<file path="src/hw/rtl/segment_rect_overlap_test_core_macros.svh">
// assertion macros for the segment/rectangle overlap test core
`ifndef SEGMENT_RECT_OVERLAP_TEST_CORE_MACROS_SVH
`define SEGMENT_RECT_OVERLAP_TEST_CORE_MACROS_SVH
`ifndef SYNTHESIS
`define SRO_ASSERT(label, prop) \
  label: assert property (@(posedge clk) disable iff (rst) prop) \
    else $error("sro assertion failed");
`define SRO_ASSERT_RST(label, prop) \
  label: assert property (@(posedge clk) prop) \
    else $error("sro reset check failed");
`else
`define SRO_ASSERT(label, prop)
`define SRO_ASSERT_RST(label, prop)
`endif
`endif

</file>
<file path="src/hw/rtl/sro_pkg.sv">
// shared types, region codes and the region-pair action table
`timescale 1ns / 1ps
`default_nettype none
package sro_pkg;

  localparam int OUT_TDATA_W = 8;

  localparam logic [3:0] REG_C = 4'd4;

  localparam logic [3:0] ACT_FALSE       = 4'd0;
  localparam logic [3:0] ACT_TRUE        = 4'd1;
  localparam logic [3:0] ACT_CORNER_BASE = 4'd2;

  localparam logic [1:0] COL_LEFT  = 2'd0;
  localparam logic [1:0] COL_MID   = 2'd1;
  localparam logic [1:0] COL_RIGHT = 2'd2;

  localparam logic [1:0] ROW_TOP    = 2'd0;
  localparam logic [1:0] ROW_MID    = 2'd1;
  localparam logic [1:0] ROW_BOTTOM = 2'd2;

  typedef struct packed {
    logic need_cross;
    logic hit;
  } sro_ctl_t;

  // rows: first endpoint region, columns: second endpoint region
  localparam logic [3:0] PAIR_ACTION [0:80] = '{
    4'd0, 4'd0, 4'd0, 4'd0, 4'd0, 4'd7, 4'd0, 4'd4, 4'd1,
    4'd0, 4'd0, 4'd0, 4'd2, 4'd0, 4'd7, 4'd2, 4'd1, 4'd7,
    4'd0, 4'd0, 4'd0, 4'd2, 4'd0, 4'd0, 4'd1, 4'd9, 4'd0,
    4'd0, 4'd3, 4'd3, 4'd0, 4'd0, 4'd1, 4'd0, 4'd4, 4'd4,
    4'd0, 4'd0, 4'd0, 4'd0, 4'd0, 4'd0, 4'd0, 4'd0, 4'd0,
    4'd6, 4'd6, 4'd0, 4'd1, 4'd0, 4'd0, 4'd9, 4'd9, 4'd0,
    4'd0, 4'd3, 4'd1, 4'd0, 4'd0, 4'd8, 4'd0, 4'd0, 4'd0,
    4'd5, 4'd1, 4'd8, 4'd5, 4'd0, 4'd8, 4'd0, 4'd0, 4'd0,
    4'd1, 4'd6, 4'd0, 4'd5, 4'd0, 4'd0, 4'd0, 4'd0, 4'd0
  };

  function automatic logic [3:0] pair_action(input logic [3:0] r1, input logic [3:0] r2);
    logic [6:0] idx;
    idx = {3'b000, r1} * 7'd9 + {3'b000, r2};
    return PAIR_ACTION[idx];
  endfunction

endpackage
`default_nettype wire

</file>
<file path="src/hw/rtl/sro_classify.sv">
// first stage: endpoint regions, table decode and operand differences
`timescale 1ns / 1ps
`default_nettype none
module sro_classify #(
  parameter int COORD_BITS = 16
) (
  input  wire                          clk,
  input  wire                          en,
  input  wire [8*COORD_BITS-1:0]       coords,
  output logic signed [COORD_BITS:0]   dx,
  output logic signed [COORD_BITS:0]   dy,
  output logic signed [COORD_BITS:0]   ex,
  output logic signed [COORD_BITS:0]   ey,
  output sro_pkg::sro_ctl_t            ctl
);
  import sro_pkg::*;

  localparam int W = COORD_BITS;

  logic signed [W-1:0] x1, y1, x2, y2, l, t, r, b;
  logic signed [W-1:0] ax, ay, bx, by, cx, cy;
  logic [3:0]          r1, r2, act, code;
  logic signed [W:0]   dx_next, dy_next, ex_next, ey_next;
  sro_ctl_t            ctl_next;

  function automatic logic [3:0] region(
    input logic signed [W-1:0] px, input logic signed [W-1:0] py,
    input logic signed [W-1:0] el, input logic signed [W-1:0] et,
    input logic signed [W-1:0] er, input logic signed [W-1:0] eb);
    logic [1:0] col;
    logic [1:0] row;
    if (px < el) begin
      col = COL_LEFT;
    end else if (px > er) begin
      col = COL_RIGHT;
    end else begin
      col = COL_MID;
    end
    if (py < et) begin
      row = ROW_TOP;
    end else if (py > eb) begin
      row = ROW_BOTTOM;
    end else begin
      row = ROW_MID;
    end
    return {2'b00, col} * 4'd3 + {2'b00, row};
  endfunction

  assign x1 = coords[0*W +: W];
  assign y1 = coords[1*W +: W];
  assign x2 = coords[2*W +: W];
  assign y2 = coords[3*W +: W];
  assign l  = coords[4*W +: W];
  assign t  = coords[5*W +: W];
  assign r  = coords[6*W +: W];
  assign b  = coords[7*W +: W];

  always_comb begin
    r1   = region(x1, y1, l, t, r, b);
    r2   = region(x2, y2, l, t, r, b);
    act  = pair_action(r1, r2);
    code = act - ACT_CORNER_BASE;
    cx   = code[1] ? r : l;
    cy   = code[2] ? b : t;
    if (code[0]) begin
      ax = x2;
      ay = y2;
      bx = x1;
      by = y1;
    end else begin
      ax = x1;
      ay = y1;
      bx = x2;
      by = y2;
    end
    dx_next = (W+1)'(bx) - (W+1)'(ax);
    dy_next = (W+1)'(by) - (W+1)'(ay);
    ex_next = (W+1)'(cx) - (W+1)'(ax);
    ey_next = (W+1)'(cy) - (W+1)'(ay);
    if (r1 == REG_C || r2 == REG_C) begin
      ctl_next.need_cross = 1'b0;
      ctl_next.hit        = 1'b1;
    end else if (act < ACT_CORNER_BASE) begin
      ctl_next.need_cross = 1'b0;
      ctl_next.hit        = (act == ACT_TRUE);
    end else begin
      ctl_next.need_cross = 1'b1;
      ctl_next.hit        = 1'b0;
    end
  end

  always_ff @(posedge clk) begin
    if (en) begin
      dx  <= dx_next;
      dy  <= dy_next;
      ex  <= ex_next;
      ey  <= ey_next;
      ctl <= ctl_next;
    end
  end

endmodule
`default_nettype wire

</file>
<file path="src/hw/rtl/sro_cross.sv">
// second and third stages: cross product terms, then sign and final answer
`timescale 1ns / 1ps
`default_nettype none
module sro_cross #(
  parameter int COORD_BITS = 16
) (
  input  wire                        clk,
  input  wire                        en2,
  input  wire                        en3,
  input  wire signed [COORD_BITS:0]  dx,
  input  wire signed [COORD_BITS:0]  dy,
  input  wire signed [COORD_BITS:0]  ex,
  input  wire signed [COORD_BITS:0]  ey,
  input  sro_pkg::sro_ctl_t          ctl,
  output logic                       overlaps
);
  import sro_pkg::*;

  localparam int PW = 2*COORD_BITS + 2;

  logic signed [PW-1:0] p1, p2;
  logic signed [PW:0]   diff;
  sro_ctl_t             ctl2;
  logic                 overlaps_next;

  always_ff @(posedge clk) begin
    if (en2) begin
      p1   <= PW'(dy) * PW'(ex);
      p2   <= PW'(dx) * PW'(ey);
      ctl2 <= ctl;
    end
  end

  always_comb begin
    diff          = (PW+1)'(p1) - (PW+1)'(p2);
    overlaps_next = ctl2.need_cross ? !diff[PW] : ctl2.hit;
  end

  always_ff @(posedge clk) begin
    if (en3) begin
      overlaps <= overlaps_next;
    end
  end

endmodule
`default_nettype wire

</file>
<file path="src/hw/rtl/segment_rect_overlap_test_core.sv">
// segment/rectangle overlap test, top level with stream handshake
// an accepted input beat passes the classify, cross product and result registers to its result beat
// throughput: one beat per cycle unless the output stalls, set by the three-stage pipeline
// (regions and differences, two multipliers, subtract and sign)
// stalls back up stage by stage; bubbles in the pipe are filled while stalled
// rst clears the stage valid bits only; no state is kept between beats
`timescale 1ns / 1ps
`default_nettype none
`include "segment_rect_overlap_test_core_macros.svh"
module segment_rect_overlap_test_core #(
  parameter int COORD_BITS = 16
) (
  input  wire                                clk,
  input  wire                                rst,
  input  wire                                s_tvalid,
  output logic                               s_tready,
  // start_x, start_y, end_x, end_y, rect_left, rect_top, rect_right, rect_bottom
  input  wire [8*COORD_BITS-1:0]             s_tdata,
  output logic                               m_tvalid,
  input  wire                                m_tready,
  // overlaps, then zero padding
  output logic [sro_pkg::OUT_TDATA_W-1:0]    m_tdata
);
  import sro_pkg::*;

  logic                      v1, v2;
  logic                      en1, en2, en3;
  logic signed [COORD_BITS:0] dx, dy, ex, ey;
  sro_ctl_t                  ctl;
  logic                      overlaps;

  assign en3      = !m_tvalid || m_tready;
  assign en2      = !v2 || en3;
  assign en1      = !v1 || en2;
  assign s_tready = en1;

  always_ff @(posedge clk) begin
    if (rst) begin
      v1       <= 1'b0;
      v2       <= 1'b0;
      m_tvalid <= 1'b0;
    end else begin
      if (en1) begin
        v1 <= s_tvalid;
      end
      if (en2) begin
        v2 <= v1;
      end
      if (en3) begin
        m_tvalid <= v2;
      end
    end
  end

  sro_classify #(
    .COORD_BITS(COORD_BITS)
  ) u_classify (
    .clk    (clk),
    .en     (en1),
    .coords (s_tdata),
    .dx     (dx),
    .dy     (dy),
    .ex     (ex),
    .ey     (ey),
    .ctl    (ctl)
  );

  sro_cross #(
    .COORD_BITS(COORD_BITS)
  ) u_cross (
    .clk      (clk),
    .en2      (en2),
    .en3      (en3),
    .dx       (dx),
    .dy       (dy),
    .ex       (ex),
    .ey       (ey),
    .ctl      (ctl),
    .overlaps (overlaps)
  );

  assign m_tdata = {{(OUT_TDATA_W-1){1'b0}}, overlaps};

  `SRO_ASSERT_RST(a_reset_empties, rst |=> !m_tvalid)
  `SRO_ASSERT(a_ready_on_bubble, (!v1 || !v2 || !m_tvalid) |-> s_tready)
  `SRO_ASSERT(a_accept_enters, (s_tvalid && s_tready) |=> v1)
  `SRO_ASSERT(a_stall_keeps_pipe, (v2 && m_tvalid && !m_tready) |=> (v2 && m_tvalid))

endmodule
`default_nettype wire

</file>
<file path="config.mk">
export PLATFORM = sky130hd
export DESIGN_NAME = segment_rect_overlap_test_core
export DESIGN_NICKNAME = d
export VERILOG_FILES = /design/src/hw/rtl/sro_pkg.sv /design/src/hw/rtl/sro_classify.sv /design/src/hw/rtl/sro_cross.sv /design/src/hw/rtl/segment_rect_overlap_test_core.sv
export VERILOG_INCLUDE_DIRS = /design/src /design/src/hw/rtl
export SDC_FILE = /design/constraint.sdc
export NUM_CORES = 2
export LEC_CHECK = 0
export BUFFER_PORTS_ARGS = -buffer_cell sky130_fd_sc_hd__buf_2
export CORE_ASPECT_RATIO = 1.4
export CORE_MARGIN = 3
export CORE_UTILIZATION = 50
export DETAILED_ROUTE_END_ITERATION = 16
export GPL_TIMING_DRIVEN = 0
export PLACE_DENSITY = 0.67
export RECOVER_POWER = 25
export SKIP_LAST_GASP = 1
export SYNTH_ARGS = -nofsm -noshare
export SYNTH_HDL_FRONTEND = slang
export SYNTH_HIERARCHICAL = 1
export SYNTH_SLANG_ARGS = --single-unit
</file>
<file path="constraint.sdc">
create_clock -name clk -period 15.9 [get_ports clk]
set_input_delay 3.975 -clock clk [delete_from_list [all_inputs] [get_ports clk]]
set_output_delay 3.975 -clock clk [all_outputs]
set_load 0.05 [all_outputs]
</file>
==> flow_summary.ini <==
[sta]
maxSlewViolCount = 0
rsz0062_at_grt = no
fin_skew_ns = 0.0220
worst_slew_pin_slew_ns = 1.09
maxSlewHeadroom_pct = 27.6
fin_crit_sh_pct = 92.3
max_freq_mhz = 68.1
finalSetupViolations = 0
finalSetupTns_ns = 0
period_minus_slack_ns = 14.68
hold_viol = 0

[critical_path]
r2r_end = u_cross/p2[32]$_DFFE_PP_
cp-start-kind = input pin
r2r-start = u_classify/ey[10]$_DFFE_PP_
crit_required_ns = 16.09
ff2ff_path_depth = 24
crit_path_max_fanout = 10
critPathCaptureType = flip-flop
cp.arrival_ns = 14.87
crit_type = input pin to flip-flop
slowest_stage = clkbuf_1
r2r_setup_slack_ns = 8.15
slowest_delay_ns = 0.62

[synthesis]
post-synth-top-area-fraction_pct = 34.2
synth_largest_area_cell = fa_1
yosysMostFrequentCell = inv_1
synth-edff-count = 141
ys_ff_latch = 144
synthTopCellsByArea = fa_1, ha_1, edfxtp_1, inv_1, and2_1
ys_warn_count = 6
seq_area_frac_synth_pct = 12.2
syn_avg_cell_area_um2 = 9.19
async_flop_share_pct = 0
yosys_most_used_dff = edfxtp_1
yosys-top-cells-count = inv_1, fa_1, ha_1
netlist_area_um2 = 35100
netlist_instances = 3820
synthDistinctLibCells = 85

[cells_and_area]
area_growth_syn_to_layout_pct = 7.29
drive_gt1_share_pct = 5.35
nFillCells = 6523
fin_nets = 5099
fin_cells = 4929

[floorplanning]
die_h_um = 319
boundaryPins = 142
dieArea_um2 = 73400
start_util_pct = 50.6
core_area_um2 = 69300
rows = 114
die_x_um = 230

[clocking]
insertion_delay_ns = 0.45
clkTransAtPathRegs_ns = 0.06
cts_resized = 0
cts_max_level = 4
cts_tree = built
cts_setup_buffers = 0
cts_buffer_depth = 2
holdBufCountCts = 0
cts_buffers = 17
root_buffer = clkbuf_16
clock-sinks = 144

[worst_hold_path]
hold_end = u_cross/ctl2[1]$_DFFE_PP_
worstHoldPathCells = 0
min_from = u_classify/ctl[1]$_SDFFCE_PP0P_
hp-class = flip-flop to flip-flop

[global_route]
grt_first_pass_wirelength_um = 156000
first_global_vias = 28500
grt_max_degree = 20
grt.total_usage_pct = 27.4
grt_overflow = 0
antenna_found_initial = 1

[placement]
gp_congestion = 0.968
numPortBuffers = 134
dp.cells = 4896
hpwl_um = 83800

[route]
wire_per_inst_um = 19.9
drt-total-wl_um = 98000
vias = 26800
dr.pass1.iters = 5
drt_iter0_markers = 1489
drc_errors = 0
postRouteAntennaNets = 0
viasPerCell = 5.45

[status]
status = finished clean

[flow_run]
drv_cap = 0
## metal layers
layer	global-route usage, %	routed length (um)	vias to the layer above
met5	0	13	-
met4	14.8	6240	2
met3	3.19	5060	259
met2	49.3	50100	877
met1	31.8	36600	13300
li1	-	-	12400
## per-stage QoR
step,instance area (um^2),hold WS [ns],utilization (%),setup WS [ns]
2_1_floorplan,35100,0.400,-,3.10
6_report,37600,0.416,54.3,1.22
4_1_cts,37700,0.416,54.4,1.31
3_3_place_gp,36900,0.405,53.3,0.835
3_5_place_dp,37100,0.405,53.5,0.865
5_1_grt,37600,0.430,54.3,0.538
## worst max path at each step
stage                            from                           to  slack, ns  cells after the start
after CTS                 s_tdata[33]  u_classify/ex[14]$_DFFE_PP_       1.31                     41
final                     s_tdata[17]  u_classify/ex[14]$_DFFE_PP_       1.22                     42
after global placement    s_tdata[17]  u_classify/ex[14]$_DFFE_PP_       0.83                     42
after detailed placement  s_tdata[33]  u_classify/ex[14]$_DFFE_PP_       0.86                     41
after floorplan           s_tdata[97]  u_classify/ey[14]$_DFFE_PP_       3.10                     43
after global routing      s_tdata[33]  u_classify/ex[14]$_DFFE_PP_       0.54                     41
## cell type report
| class | count | area [um^2] | area share, % |
|---|---|---|---|
| antenna | 1 | 2.50 | 0.00665 |
| buffer | 113 | 472 | 1.25 |
| clock buffer | 18 | 439 | 1.17 |
| clock inverter | 14 | 168 | 0.445 |
| inverter | 775 | 2910 | 7.73 |
| multi-input combinational | 2794 | 27400 | 72.9 |
| sequential | 144 | 4290 | 11.4 |
| tap | 928 | 1160 | 3.08 |
| timing repair buffer | 142 | 766 | 2.03 |
## worst max-delay path: cells and delay by family
kind | cells | cell delay [ns]
XOR/XNOR | 2 | 0.56
buffers and inverters | 6 | 2.06
adder cells (fa/ha/maj) | 8 | 2.71
AO/OA/AOI/OAI | 22 | 5.00
AND/OR/NAND/NOR | 4 | 0.55
## sequential cells by signal, summed over array words and instances, names as in the netlist
register          count
u_classify/ex        17
m_tvalid              1
v1                    1
u_cross/p2           34
u_cross/ctl2          2
u_classify/dx        17
v2                    1
u_cross/overlaps      1
u_classify/ctl        2
u_classify/ey        17
u_cross/p1           34
u_classify/dy        17
## kinds of logic after synthesis
| kind of cell | Yosys count | synth area share (%) |
|---|---|---|
| other | 1 | 0.0107 |
| XOR/XNOR | 142 | 3.59 |
| buffers and inverters | 888 | 9.64 |
| multiplexers | 20 | 0.574 |
| AO/OA/AOI/OAI | 519 | 9.82 |
| flip-flops | 144 | 12.2 |
| adder cells (fa/ha/maj) | 1012 | 48.7 |
| AND/OR/NAND/NOR | 1094 | 15.5 |
## cells in the final DEF (no fill, tap or decap), types with 36 or more instances in the layout
| cell | instances |
|---|---|
| buf_2 | 139 |
| a21o_1 | 85 |
| inv_1 | 775 |
| nor2_1 | 169 |
| nand2_1 | 378 |
| nor2b_1 | 49 |
| o21ai_0 | 95 |
| xnor2_1 | 110 |
| o21a_1 | 42 |
| edfxtp_1 | 141 |
| ha_1 | 381 |
| clkbuf_1 | 100 |
| nand3_1 | 36 |
| nand2b_1 | 50 |
| and2_1 | 303 |
| fa_1 | 599 |
| a21oi_1 | 149 |
Power is not shown: default switching activity piles up to over one toggle a cycle in this logic, so the estimate is an artifact.
